--- src/design/bic3_pkg.sv ---
// shared types, constants and coefficient helpers for the binary 3x3 convolver
package bic3_pkg;

  // coefficient and result formats (signed Q6.4 taps, exact window sum)
  localparam int COEFF_W   = 10;
  localparam int ROW_W     = 3 * COEFF_W;
  localparam int SUM_W     = 14;
  localparam int POS_W     = 3;
  localparam int WIN_W     = 9;
  localparam int CFG_IDX_W = 2;

  // configuration register indexes
  localparam logic [CFG_IDX_W-1:0] REG_COEFF_TOP    = 2'd0;
  localparam logic [CFG_IDX_W-1:0] REG_COEFF_MIDDLE = 2'd1;
  localparam logic [CFG_IDX_W-1:0] REG_COEFF_BOTTOM = 2'd2;

  // coefficient reset values: top row -1, middle 0, bottom +1
  localparam logic [ROW_W-1:0] COEFF_TOP_RESET    = 30'h3F0F_C3F0;
  localparam logic [ROW_W-1:0] COEFF_MIDDLE_RESET = 30'h0000_0000;
  localparam logic [ROW_W-1:0] COEFF_BOTTOM_RESET = 30'h0100_4010;

  // depth of the queue between front and back
  localparam int QUEUE_DEPTH = 2;

  // one complete window as handed from front to back
  typedef struct packed {
    logic [WIN_W-1:0] window;
    logic [POS_W-1:0] row;
    logic [POS_W-1:0] col;
    logic             last;
  } win_item_t;

  // queue handshake toward the back end
  typedef struct packed {
    logic valid;
    logic pop;
  } q_ctrl_t;

  // sign-extended coefficient of column kc from one packed row register
  function automatic logic signed [SUM_W-1:0] coeff_at(input logic [ROW_W-1:0] row_v,
                                                       input int kc);
    logic [COEFF_W-1:0] raw;
    raw = row_v[(2 - kc) * COEFF_W +: COEFF_W];
    return {{(SUM_W - COEFF_W){raw[COEFF_W-1]}}, raw};
  endfunction

endpackage

--- src/design/bic3_front.sv ---
// front end: pixel intake, line store, sliding window and position tracking
module bic3_front #(
  parameter int IMAGE_WIDTH  = 8,
  parameter int IMAGE_HEIGHT = 8
) (
  input  logic                clk,
  input  logic                rst_n,
  input  logic                in_valid,
  input  logic                in_pixel_bit,
  input  logic                q_ready,
  output logic                in_ready,
  output logic                push,
  output bic3_pkg::win_item_t push_item
);
  import bic3_pkg::*;

  localparam int CW = $clog2(IMAGE_WIDTH);
  localparam int RW = $clog2(IMAGE_HEIGHT);
  localparam logic [CW-1:0] COL_LAST = CW'(IMAGE_WIDTH - 1);
  localparam logic [RW-1:0] ROW_LAST = RW'(IMAGE_HEIGHT - 1);
  localparam logic [CW-1:0] COL_TWO  = CW'(2);
  localparam logic [RW-1:0] ROW_TWO  = RW'(2);

  logic [1:0]       line_mem [IMAGE_WIDTH];
  logic [1:0]       held_r;
  logic [CW-1:0]    col_r, col_nxt, rd_addr;
  logic [RW-1:0]    row_r, row_nxt;
  logic [WIN_W-1:0] window_r, window_nxt;
  logic             accept;
  logic [CW-1:0]    col_rel;
  logic [RW-1:0]    row_rel;

  assign in_ready = q_ready;
  assign accept   = in_valid && q_ready;

  // next position in raster order
  always_comb begin
    col_nxt = col_r;
    row_nxt = row_r;
    if (accept) begin
      if (col_r == COL_LAST) begin
        col_nxt = '0;
        row_nxt = (row_r == ROW_LAST) ? '0 : row_r + RW'(1);
      end else begin
        col_nxt = col_r + CW'(1);
      end
    end
  end

  // shift window left, new column enters on the right
  always_comb begin
    window_nxt = window_r;
    if (accept) begin
      window_nxt = {in_pixel_bit, window_r[8:7], held_r[0], window_r[5:4],
                    held_r[1], window_r[2:1]};
    end
  end

  // line store: write current column, prefetch the column of the next pixel
  assign rd_addr = accept ? col_nxt : col_r;

  always_ff @(posedge clk) begin
    if (accept) begin
      line_mem[col_r] <= {held_r[0], in_pixel_bit};
    end
    held_r <= line_mem[rd_addr];
  end

  always_ff @(posedge clk) begin
    if (!rst_n) begin
      col_r    <= '0;
      row_r    <= '0;
      window_r <= '0;
    end else begin
      col_r    <= col_nxt;
      row_r    <= row_nxt;
      window_r <= window_nxt;
    end
  end

  // emit once the window is complete
  assign col_rel = col_r - COL_TWO;
  assign row_rel = row_r - ROW_TWO;
  assign push    = accept && (col_r >= COL_TWO) && (row_r >= ROW_TWO);

  always_comb begin
    push_item.window = window_nxt;
    push_item.row    = POS_W'(row_rel);
    push_item.col    = POS_W'(col_rel);
    push_item.last   = (col_r == COL_LAST) && (row_r == ROW_LAST);
  end

endmodule

--- src/design/bic3_queue.sv ---
// short queue of complete windows between front and back
module bic3_queue (
  input  logic                clk,
  input  logic                rst_n,
  input  logic                push,
  input  bic3_pkg::win_item_t push_item,
  output logic                q_ready,
  output bic3_pkg::q_ctrl_t   ctrl_out,
  input  logic                pop_req,
  output bic3_pkg::win_item_t pop_item
);
  import bic3_pkg::*;

  localparam int PW = $clog2(QUEUE_DEPTH);
  localparam int NW = $clog2(QUEUE_DEPTH + 1);

  win_item_t       slot_r [QUEUE_DEPTH];
  logic [PW-1:0]   wr_ptr_r, wr_ptr_nxt;
  logic [PW-1:0]   rd_ptr_r, rd_ptr_nxt;
  logic [NW-1:0]   count_r, count_nxt;
  logic            pop;

  assign q_ready        = (count_r != NW'(QUEUE_DEPTH));
  assign ctrl_out.valid = (count_r != '0);
  assign pop            = pop_req && ctrl_out.valid;
  assign ctrl_out.pop   = pop;
  assign pop_item       = slot_r[rd_ptr_r];

  // pointer and fill bookkeeping
  always_comb begin
    wr_ptr_nxt = wr_ptr_r;
    rd_ptr_nxt = rd_ptr_r;
    count_nxt  = count_r;
    if (push) begin
      wr_ptr_nxt = (wr_ptr_r == PW'(QUEUE_DEPTH - 1)) ? '0 : wr_ptr_r + PW'(1);
    end
    if (pop) begin
      rd_ptr_nxt = (rd_ptr_r == PW'(QUEUE_DEPTH - 1)) ? '0 : rd_ptr_r + PW'(1);
    end
    if (push && !pop) begin
      count_nxt = count_r + NW'(1);
    end else if (pop && !push) begin
      count_nxt = count_r - NW'(1);
    end
  end

  always_ff @(posedge clk) begin
    if (push) begin
      slot_r[wr_ptr_r] <= push_item;
    end
  end

  always_ff @(posedge clk) begin
    if (!rst_n) begin
      wr_ptr_r <= '0;
      rd_ptr_r <= '0;
      count_r  <= '0;
    end else begin
      wr_ptr_r <= wr_ptr_nxt;
      rd_ptr_r <= rd_ptr_nxt;
      count_r  <= count_nxt;
    end
  end

endmodule

--- src/design/bic3_back.sv ---
// back end: coefficient registers, window sum and output register
module bic3_back (
  input  logic                               clk,
  input  logic                               rst_n,
  input  logic                               cfg_wr_en,
  input  logic [bic3_pkg::CFG_IDX_W-1:0]     cfg_index,
  input  logic [bic3_pkg::ROW_W-1:0]         cfg_data,
  input  bic3_pkg::q_ctrl_t                  ctrl_in,
  input  bic3_pkg::win_item_t                pop_item,
  output logic                               pop_req,
  output logic                               out_valid,
  input  logic                               out_ready,
  output logic signed [bic3_pkg::SUM_W-1:0]  out_conv_value,
  output logic [bic3_pkg::POS_W-1:0]         out_row,
  output logic [bic3_pkg::POS_W-1:0]         out_col,
  output logic                               out_frame_last
);
  import bic3_pkg::*;

  logic [ROW_W-1:0]        coeff_r [3];
  logic signed [SUM_W-1:0] sum;
  logic                    valid_r, valid_nxt;
  logic signed [SUM_W-1:0] value_r;
  logic [POS_W-1:0]        row_r, col_r;
  logic                    last_r;

  // coefficient register writes, unknown indexes ignored
  always_ff @(posedge clk) begin
    if (!rst_n) begin
      coeff_r[0] <= COEFF_TOP_RESET;
      coeff_r[1] <= COEFF_MIDDLE_RESET;
      coeff_r[2] <= COEFF_BOTTOM_RESET;
    end else if (cfg_wr_en) begin
      case (cfg_index)
        REG_COEFF_TOP:    coeff_r[0] <= cfg_data;
        REG_COEFF_MIDDLE: coeff_r[1] <= cfg_data;
        REG_COEFF_BOTTOM: coeff_r[2] <= cfg_data;
        default:          ;
      endcase
    end
  end

  // select taps under set window bits and add them up
  always_comb begin
    sum = '0;
    for (int kr = 0; kr < 3; kr++) begin
      for (int kc = 0; kc < 3; kc++) begin
        if (pop_item.window[3 * kr + kc]) begin
          sum = sum + coeff_at(coeff_r[kr], kc);
        end
      end
    end
  end

  // take the next window whenever the output register is free or drains
  assign pop_req = !valid_r || out_ready;

  always_comb begin
    valid_nxt = valid_r;
    if (ctrl_in.pop) begin
      valid_nxt = 1'b1;
    end else if (out_ready) begin
      valid_nxt = 1'b0;
    end
  end

  always_ff @(posedge clk) begin
    if (ctrl_in.pop) begin
      value_r <= sum;
      row_r   <= pop_item.row;
      col_r   <= pop_item.col;
      last_r  <= pop_item.last;
    end
  end

  always_ff @(posedge clk) begin
    if (!rst_n) begin
      valid_r <= 1'b0;
    end else begin
      valid_r <= valid_nxt;
    end
  end

  assign out_valid      = valid_r;
  assign out_conv_value = value_r;
  assign out_row        = row_r;
  assign out_col        = col_r;
  assign out_frame_last = last_r;

endmodule

--- src/design/binary_image_conv3x3_top.sv ---
// top level of the streaming 3x3 convolver for binary images
// an accepted pixel's window is written into a queue slot, then its sum into the output register
// throughput: 1 pixel per cycle while the queue is not full, set by the line store's single prefetched read port
// a result appears for each pixel at row and column 2 or more; a 2-entry queue
// decouples the window front end from the sum and output register
// reset (synchronous, active low) clears position, window, queue and output valid
// and restores the coefficients; the line store is not cleared
module binary_image_conv3x3_top #(
  parameter int IMAGE_WIDTH  = 8,
  parameter int IMAGE_HEIGHT = 8
) (
  input  logic                               clk,
  input  logic                               rst_n,
  input  logic                               in_valid,
  output logic                               in_ready,
  input  logic                               in_pixel_bit,
  output logic                               out_valid,
  input  logic                               out_ready,
  output logic signed [bic3_pkg::SUM_W-1:0]  out_conv_value,
  output logic [bic3_pkg::POS_W-1:0]         out_row,
  output logic [bic3_pkg::POS_W-1:0]         out_col,
  output logic                               out_frame_last,
  input  logic                               cfg_wr_en,
  input  logic [bic3_pkg::CFG_IDX_W-1:0]     cfg_index,
  input  logic [bic3_pkg::ROW_W-1:0]         cfg_data
);
  import bic3_pkg::*;

  logic      q_ready;
  logic      push;
  win_item_t push_item;
  win_item_t pop_item;
  q_ctrl_t   q_ctrl;
  logic      pop_req;

  // window front end
  bic3_front #(
    .IMAGE_WIDTH  (IMAGE_WIDTH),
    .IMAGE_HEIGHT (IMAGE_HEIGHT)
  ) u_front (
    .clk          (clk),
    .rst_n        (rst_n),
    .in_valid     (in_valid),
    .in_pixel_bit (in_pixel_bit),
    .q_ready      (q_ready),
    .in_ready     (in_ready),
    .push         (push),
    .push_item    (push_item)
  );

  // decoupling queue
  bic3_queue u_queue (
    .clk       (clk),
    .rst_n     (rst_n),
    .push      (push),
    .push_item (push_item),
    .q_ready   (q_ready),
    .ctrl_out  (q_ctrl),
    .pop_req   (pop_req),
    .pop_item  (pop_item)
  );

  // sum and output stage
  bic3_back u_back (
    .clk            (clk),
    .rst_n          (rst_n),
    .cfg_wr_en      (cfg_wr_en),
    .cfg_index      (cfg_index),
    .cfg_data       (cfg_data),
    .ctrl_in        (q_ctrl),
    .pop_item       (pop_item),
    .pop_req        (pop_req),
    .out_valid      (out_valid),
    .out_ready      (out_ready),
    .out_conv_value (out_conv_value),
    .out_row        (out_row),
    .out_col        (out_col),
    .out_frame_last (out_frame_last)
  );

  // a full queue only happens while a result sits stalled at the output
  a_full_needs_stall: assert property (@(posedge clk) disable iff (!rst_n)
    !in_ready |-> out_valid)
    else $error("queue full without a stalled result");

  // the final result of a frame sits at the last window position
  a_last_position: assert property (@(posedge clk) disable iff (!rst_n)
    (out_valid && out_frame_last) |->
      (out_col == POS_W'(IMAGE_WIDTH - 3)) && (out_row == POS_W'(IMAGE_HEIGHT - 3)))
    else $error("frame end flagged away from the last window");

  // no item leaves the queue while it is empty
  a_pop_nonempty: assert property (@(posedge clk) disable iff (!rst_n)
    q_ctrl.pop |-> q_ctrl.valid)
    else $error("queue popped while empty");

endmodule

--- config.mk ---
export PLATFORM = sky130hd
export DESIGN_NAME = binary_image_conv3x3_top
export DESIGN_NICKNAME = d
export VERILOG_FILES = /design/src/design/bic3_pkg.sv /design/src/design/bic3_front.sv /design/src/design/bic3_queue.sv /design/src/design/bic3_back.sv /design/src/design/binary_image_conv3x3_top.sv
export SDC_FILE = /design/constraint.sdc
export NUM_CORES = 1
export LEC_CHECK = 0
export BUFFER_PORTS_ARGS = -buffer_cell sky130_fd_sc_hd__buf_2
export CAP_MARGIN = 10
export CELL_PAD_IN_SITES_DETAIL_PLACEMENT = 0
export CELL_PAD_IN_SITES_GLOBAL_PLACEMENT = 1
export CORE_MARGIN = 3
export CORE_UTILIZATION = 54
export DETAILED_ROUTE_END_ITERATION = 6
export PLACE_DENSITY = 0.93
export SLEW_MARGIN = 20
export SYNTH_ARGS = -nofsm -noshare
export SYNTH_HDL_FRONTEND = slang
export SYNTH_HIERARCHICAL = 1
export SYNTH_SLANG_ARGS = --single-unit
export TNS_END_PERCENT = 100
--- constraint.sdc ---
create_clock -name clk -period 33 [get_ports clk]
set_clock_uncertainty 0.15 [all_clocks]
set_input_delay 1.65 -clock clk [delete_from_list [all_inputs] [get_ports clk]]
set_output_delay 1.65 -clock clk [all_outputs]
set_load 0.02 [all_outputs]
==> flow_metrics.tcl, run 1 <==
set metrics [dict create \
    n_antenna_cell 0 \
    port_buffers 60 \
    multi_input_area_mm2 0.00717 \
    clk_pin_slew_ns 0.08 \
    dpl_cell_area_mm2 0.0134 \
    maxCapViolCount 0 \
    ant_nets 0 \
    max-clock-path-buffers 2 \
    grt_use_total_pct 22.9 \
    die_y_um 160 \
    finalSetupViolations 0 \
    clkLatencyLatePin_ns 0.44 \
    drc 0 \
    syn_inst 1284 \
    cts_root_buf "clkbuf_16" \
    final_common_cell "edfxtp_1" \
    cp.required_ns 33.05 \
    critPathCaptureType "flip-flop" \
    place_worst_setup_slack_ns 20.52 \
    h-tree-depth 4 \
    path_max_fanout 18 \
    hold_viol_final 0 \
    antenna_found_initial 0 \
    min_path_type "flip-flop to flip-flop" \
    rows 55 \
    tns_ns 0 \
    crit_arrival_ns 12.62 \
    drtIter0Drc 737 \
    synth.net_count 1442 \
    cts_resized 0 \
    fillers 1936 \
    core_mm2 0.0230 \
    status "finished, final reports clean" \
    final_area_mm2 0.0140 \
    slew_headroom_pct 33.0 \
    nNetsFinal 1482 \
    fin_crit_sh_pct 38.1 \
    place_hpwl_mm 21.8 \
    critPathKind "flip-flop to flip-flop" \
    synthesis.area_mm2 0.0128 \
    overflow 0 \
    dr.pass1.iters 5 \
    syn_to_final_growth_pct 9.19 \
    cts_buffers 17 \
    crit_path_top_delay_cell "mux2_1" \
    postCtsHoldBufs 0 \
    cts_setup_buffers 0 \
    syn_area_per_cell_um2 9.99 \
    wl_per_cell_um 17.6 \
    vias 9673 \
    cts_tree "yes" \
    place_congestion 0.885 \
    critPathMostFrequentCell "ha_1" \
    startpoint_type "flip-flop" \
    via_per_inst 5.86 \
    max_stage_delay_ns 0.59 \
    pin_count 61 \
    wl_mm 29.0 \
    fin_crit_ns 12.57 \
    grt_max_degree 49 \
    drive_gt1_share_pct 11.1 \
    start_util_pct 55.8 \
    layout_common_cells "edfxtp_1 (159), nand2_1 (140), ha_1 (112)" \
    grt_pass1_vias 9413 \
    regArea_mm2 0.00524 \
    timing.final.max_slew_violations 0 \
    final_util_pct 60.9 \
    fmax_mhz 79.6 \
    cts_sinks 182 \
    die_x_um 160 \
    fp.dieArea_mm2 0.0256 \
    ys_warn_count 6 \
    grt_pass1_wl_mm 47.4 \
    grt_setup_unrepaired "false" \
    tightest_slew_ns 1.00 \
    layout_setup_ws_ns 20.43 \
]
==> stage by stage <==
stage	hold WS, ns	cells
global placement	0.328	1618
global route	0.398	1650
detailed placement	0.341	1618
finish	0.344	1650
floorplan	0.311	1284
CTS	0.352	1650
==> area by class of cell <==
type	instances	area share, %
Tap cell	313	2.80
Timing Repair Buffer	67	2.52
Clock inverter	15	1.42
Clock buffer	17	3.04
Inverter	62	1.66
Multi-Input combinational cell	994	51.2
Sequential cell	182	37.4
==> registers in the layout (all words and copies together), names as in the netlist, named ones only <==
register	flops
u_back/coeff_r	90
u_queue/slot_r	32
u_front/line_mem	16
u_back/out_conv_value	14
u_front/window_r	9
u_back/out_col	3
u_back/out_row	3
u_front/row_r	3
u_front/held_r	2
u_queue/count_r	2
u_back/out_frame_last	1
u_back/out_valid	1
u_queue/rd_ptr_r	1
u_queue/wr_ptr_r	1
==> critical path, delay by kind of cell (launching register included) <==
family / cells / cell delay, ns
xor gates and xnor gates: 9 / 1.79
and+or+nand+nor: 19 / 2.65
adders and majority gates: 9 / 2.92
AOI/OAI and AO/OA: 18 / 3.44
muxes: 2 / 0.69
buffers and inverters: 2 / 0.34
DFF: 1 / 0.31
==> worst paths after layout <==
check | from | end | slack (ns) | cells after the start
worst min-delay path | u_front/row_r[2]$_SDFFE_PN0P_ | u_front/row_r[2]$_SDFFE_PN0P_ | 0.34 | 2
worst min register to register | u_front/row_r[2]$_SDFFE_PN0P_ | u_front/row_r[2]$_SDFFE_PN0P_ | 0.34 | 2
worst max-delay path | flip-flop | u_back/out_conv_value[13]$_DFFE_PP_ | 20.43 | 59
worst max register to register | flip-flop | u_back/out_conv_value[13]$_DFFE_PP_ | 20.43 | 59
==> metal layers <==
metal,wire [µm],global-route usage [%],part of all wire [%]
met3,1110,2.54,3.8
met1,12300,28.3,42
met4,1150,10.6,4.0
met2,14500,40.3,50
met5,0,0,0
Power of run 1 is not shown: default switching activity piles up to over one toggle a cycle in this logic, so the estimate is an artifact.
==> run 2: changes to the inputs <==
ABC_AREA = 1   (was unset)
CORE_UTILIZATION = 43   (was 54)
PLACE_DENSITY = 0.83   (was 0.93)
clock period = 10.25 ns   (was 33 ns; I/O delays follow)
==> flow_metrics.tcl, run 2 <==
set metrics [dict create \
    core_mm2 0.0298 \
    n_antenna_cell 0 \
    crit_end "u_back/out_conv_value[13]$_DFFE_PP_" \
    layout_common_cells "nand2_1 (353), inv_1 (209), edfxtp_1 (159)" \
    grt_max_degree 32 \
    grt_use_total_pct 19.9 \
    r2r_end "u_back/out_conv_value[13]$_DFFE_PP_" \
    wl_per_cell_um 15.9 \
    via_per_inst 5.19 \
    ant_nets 0 \
    fmax_mhz 102 \
    rows 63 \
    die_x_um 180 \
    min_path_type "input pin to flip-flop" \
    start_util_pct 43.9 \
    grt_pass1_wl_mm 52.2 \
    drc 0 \
    maxCapViolCount 0 \
    syn_to_final_growth_pct 15.1 \
    finalSetupViolations 0 \
    dr.pass1.iters 5 \
    port_buffers 60 \
    timing.final.max_slew_violations 0 \
    crit_path_top_delay_cell "fa_2" \
    critPathKind "flip-flop to flip-flop" \
    reg2reg_slack_ns 0.47 \
    drtIter0Drc 778 \
    synth.net_count 1742 \
    postCtsHoldBufs 0 \
    clkLatencyLatePin_ns 0.43 \
    antenna_found_initial 0 \
    cts_tree "yes" \
    syn_inst 1584 \
    cts_sinks 182 \
    syn_area_per_cell_um2 8.26 \
    critPathMostFrequentCell "nand2_1" \
    place_worst_setup_slack_ns -0.148 \
    cts_buffers 17 \
    die_y_um 180 \
    hold_viol_final 0 \
    max_stage_delay_ns 0.54 \
    synthesis.area_mm2 0.0131 \
    fin_crit_ns 9.78 \
    tightest_slew_ns 0.985 \
    vias 10700 \
    place_hpwl_mm 25.1 \
    clk_pin_slew_ns 0.08 \
    fp.dieArea_mm2 0.0325 \
    startpoint "u_queue/slot_r[0][7]$_DFFE_PP_" \
    max-clock-path-buffers 2 \
    final_util_pct 50.5 \
    h-tree-depth 4 \
    ys_warn_count 6 \
    status "finished, final reports clean" \
    regMostFlops "u_back/coeff_r" \
    cp.required_ns 10.30 \
    place_congestion 0.906 \
    cts_root_buf "clkbuf_16" \
    pin_count 61 \
    grt_pass1_vias 10300 \
    overflow 0 \
    wl_mm 32.8 \
    fin_crit_sh_pct 95.4 \
    final_common_cell "nand2_1" \
    r2r-start "u_queue/slot_r[0][7]$_DFFE_PP_" \
    path_max_fanout 5 \
    rr_worst_depth 60 \
    startpoint_type "flip-flop" \
    critPathCaptureType "flip-flop" \
    top_regs "u_back/coeff_r x90, u_queue/slot_r x32, u_front/line_mem x16" \
    layout_setup_ws_ns 0.475 \
    slew_headroom_pct 34.3 \
    crit_arrival_ns 9.82 \
    nNetsFinal 1815 \
    largest_register_ff_count 90 \
    drive_gt1_share_pct 19.0 \
]
==> run 2: worst min path at each step <==
stage                             startpoint                                  end  slack (ns)  depth (start not counted)
2_1_floorplan      u_front/held_r[1]$_DFF_P_       u_front/window_r[2]$_SDFF_PN0_        0.31                          2
6_report                        cfg_data[16]  u_back/coeff_r[0][16]$_SDFFCE_PP1P_        0.21                          3
5_1_grt                         cfg_data[29]  u_back/coeff_r[0][29]$_SDFFCE_PP1P_        0.21                          3
3_3_place_gp   u_queue/rd_ptr_r$_SDFFE_PN0P_        u_queue/rd_ptr_r$_SDFFE_PN0P_        0.33                          2
3_5_place_dp   u_queue/rd_ptr_r$_SDFFE_PN0P_        u_queue/rd_ptr_r$_SDFFE_PN0P_        0.34                          2
4_1_cts                         cfg_data[16]  u_back/coeff_r[0][16]$_SDFFCE_PP1P_        0.19                          3
==> run 2: per-stage QoR <==
step,area (µm²),cells,hold slack [ns],TNS [ns]
floorplan,13100,1584,0.309,0
global placement,13800,2014,0.330,-0.0780
detailed placement,13800,2014,0.343,-0.148
CTS,14400,2046,0.192,0
global route,15100,2060,0.205,-0.205
finish,15100,2060,0.208,0
==> run 2: critical path: cells and delay by family, from the launching register on <==
family | cells | cell delay, ns
buf+inv | 7 | 0.40
simple gates | 31 | 3.76
xor+xnor | 4 | 0.57
flops | 1 | 0.37
fa+ha+maj | 9 | 2.58
mux | 1 | 0.29
compound gates | 8 | 1.44
==> run 2: layer usage <==
metal	global-route usage [%]	wire length (µm)	vias up
li1	-	-	5445
met1	27.0	15000	4919
met2	32.8	15200	295
met3	3.11	1660	37
met4	6.88	918	0
met5	0	0	-
==> run 2: what timing repair did <==
item	in CTS	in global routing
setup endpoints to repair	1	6
pin swaps	0	32
buffers inserted	0	14
resized for setup	2	114
==> run 2: area by class of cell <==
class                   count  area, µm²
multi-input cells        1144       7410
inverters                 229        862
clock inverters             9       76.3
clock buffers              23        499
flip-flops and latches    182       5240
repair buffers             83        477
well taps                 390        488
fillers                  2870      14700
Power of run 2 is left out for the same reason.
==> run 3: changes to the inputs <==
CORE_UTILIZATION = 48   (was 43)
PLACE_DENSITY = 0.88   (was 0.83)
clock period = 9.9 ns   (was 10.25 ns; I/O delays follow)
==> flow_metrics.tcl, run 3 (synthesized netlist as in run 2, its figures left out) <==
set metrics [dict create \
    status "finished with violations" \
    violations "design-rule violations" \
    grt_setup_unrepaired "true" \
    crit_path_top_delay_cell "fa_2" \
    core_mm2 0.0264 \
    hold_ws_ns 0.183 \
    die_y_um 171 \
    critPathMostFrequentCell "nand2_1" \
    wl_per_cell_um 16.1 \
    fin_crit_ns 9.60 \
    met2_usage_pct 37.8 \
    max_stage_delay_ns 0.52 \
    layout_setup_ws_ns 0.304 \
    port_buffers 60 \
    crit_arrival_ns 9.64 \
    drive_gt1_share_pct 23.2 \
    antenna_found_initial 0 \
    regMostFlops "u_back/coeff_r" \
    fin_crit_sh_pct 96.9 \
    top_regs "u_back/coeff_r x90, u_queue/slot_r x32, u_front/line_mem x16" \
    slew_headroom_pct 50.2 \
    place_hpwl_mm 24.4 \
    pin_count 61 \
    wl_mm 32.7 \
    path_max_fanout 5 \
    syn_to_final_growth_pct 18.2 \
    top_usage_layer "met2" \
    grt_use_total_pct 22.2 \
    fin_cells 2034 \
    grt_pass1_wl_mm 51.3 \
    rows 59 \
    dpl.cell_count 1983 \
    critPathCaptureType "flip-flop" \
    postCtsHoldBufs 0 \
    fp.dieArea_mm2 0.0293 \
    cts_tree "yes" \
    die_x_um 171 \
    grt.met1_usage_pct 29.8 \
    vias 10800 \
    clkLatencyLatePin_ns 0.43 \
    cts_sinks 182 \
    use_met3_pct 3.19 \
    grt_max_degree 32 \
    place_congestion 0.911 \
    finalSetupViolations 0 \
    hold_viol_final 0 \
    fillers 2324 \
    cts_buffers 17 \
    h-tree-depth 4 \
    place_worst_setup_slack_ns -0.392 \
    ant_nets 0 \
    reg2reg_slack_ns 0.30 \
    layout_common_cells "nand2_1 (343), inv_1 (206), edfxtp_1 (159)" \
    drtIter0Drc 763 \
    cp.required_ns 9.95 \
    via_per_inst 5.33 \
    start_util_pct 49.5 \
    cts_root_buf "clkbuf_16" \
    overflow 0 \
    largest_register_ff_count 90 \
    timing.final.max_slew_violations 0 \
    startpoint_type "flip-flop" \
    grt_pass1_vias 10200 \
    final_common_cell "nand2_1" \
    nNetsFinal 1844 \
    dr.pass1.iters 7 \
    maxCapViolCount 0 \
    clk_pin_slew_ns 0.08 \
    fmax_mhz 104 \
    n_antenna_cell 0 \
    min_path_type "input pin to flip-flop" \
    max-clock-path-buffers 2 \
    tightest_slew_ns 0.746 \
    drc 3 \
    critPathKind "flip-flop to flip-flop" \
]
## run 3: worst paths after layout
| kind | depth (start not counted) | startpoint | endpoint |
|---|---|---|---|
| setup / recovery | 62 | u_queue/slot_r[0][7]$_DFFE_PP_ | u_back/out_conv_value[13]$_DFFE_PP_ |
| hold / removal | 3 | cfg_data[26] | u_back/coeff_r[0][26]$_SDFFCE_PP1P_ |
| setup reg to reg | 62 | u_queue/slot_r[0][7]$_DFFE_PP_ | u_back/out_conv_value[13]$_DFFE_PP_ |
| hold reg to reg | 2 | u_back/out_valid$_SDFFE_PN0P_ | u_back/out_valid$_SDFFE_PN0P_ |
## run 3: cell type report
type	instances	area, µm²	share of cell area, %
Multi-Input combinational cell	1144	7660	49.6
Tap cell	335	419	2.71
Sequential cell	182	5240	33.9
Clock inverter	14	161	1.04
Inverter	229	862	5.58
Timing Repair Buffer	112	691	4.47
Clock buffer	18	429	2.78
## run 3: through the flow
step / area (µm²) / setup TNS, ns / util, %
final: 15500 / 0 / 58.5
after global routing: 15500 / -0.304 / 58.5
after CTS: 14600 / 0 / 55.3
after detailed placement: 13900 / -0.476 / 52.5
after global placement: 13900 / -0.384 / 52.5
after floorplan: 13100 / 0 / -
## run 3: critical path, delay by kind of cell (launching register included)
| family | cells | cell delay, ns |
|---|---|---|
| AOI/OAI and AO/OA | 8 | 1.39 |
| xor gates and xnor gates | 3 | 0.45 |
| DFF | 1 | 0.37 |
| and+or+nand+nor | 32 | 3.42 |
| buffers and inverters | 9 | 0.61 |
| adders and majority gates | 9 | 2.70 |
| muxes | 1 | 0.30 |
## run 3: what timing repair did
item | CTS | global route
buffers inserted | 2 | 17
pin swaps | 4 | 55
setup endpoints to repair | 2 | 6
gates resized for setup | 22 | 153
## run 3: layer usage
metal  vias to the layer above  share of wire [%]
li1                       5505                  -
met1                      5034                 45
met2                       265                 48
met3                        28                4.8
met4                         0                1.6
met5                         -                  0
Power of run 3 is left out for the same reason.
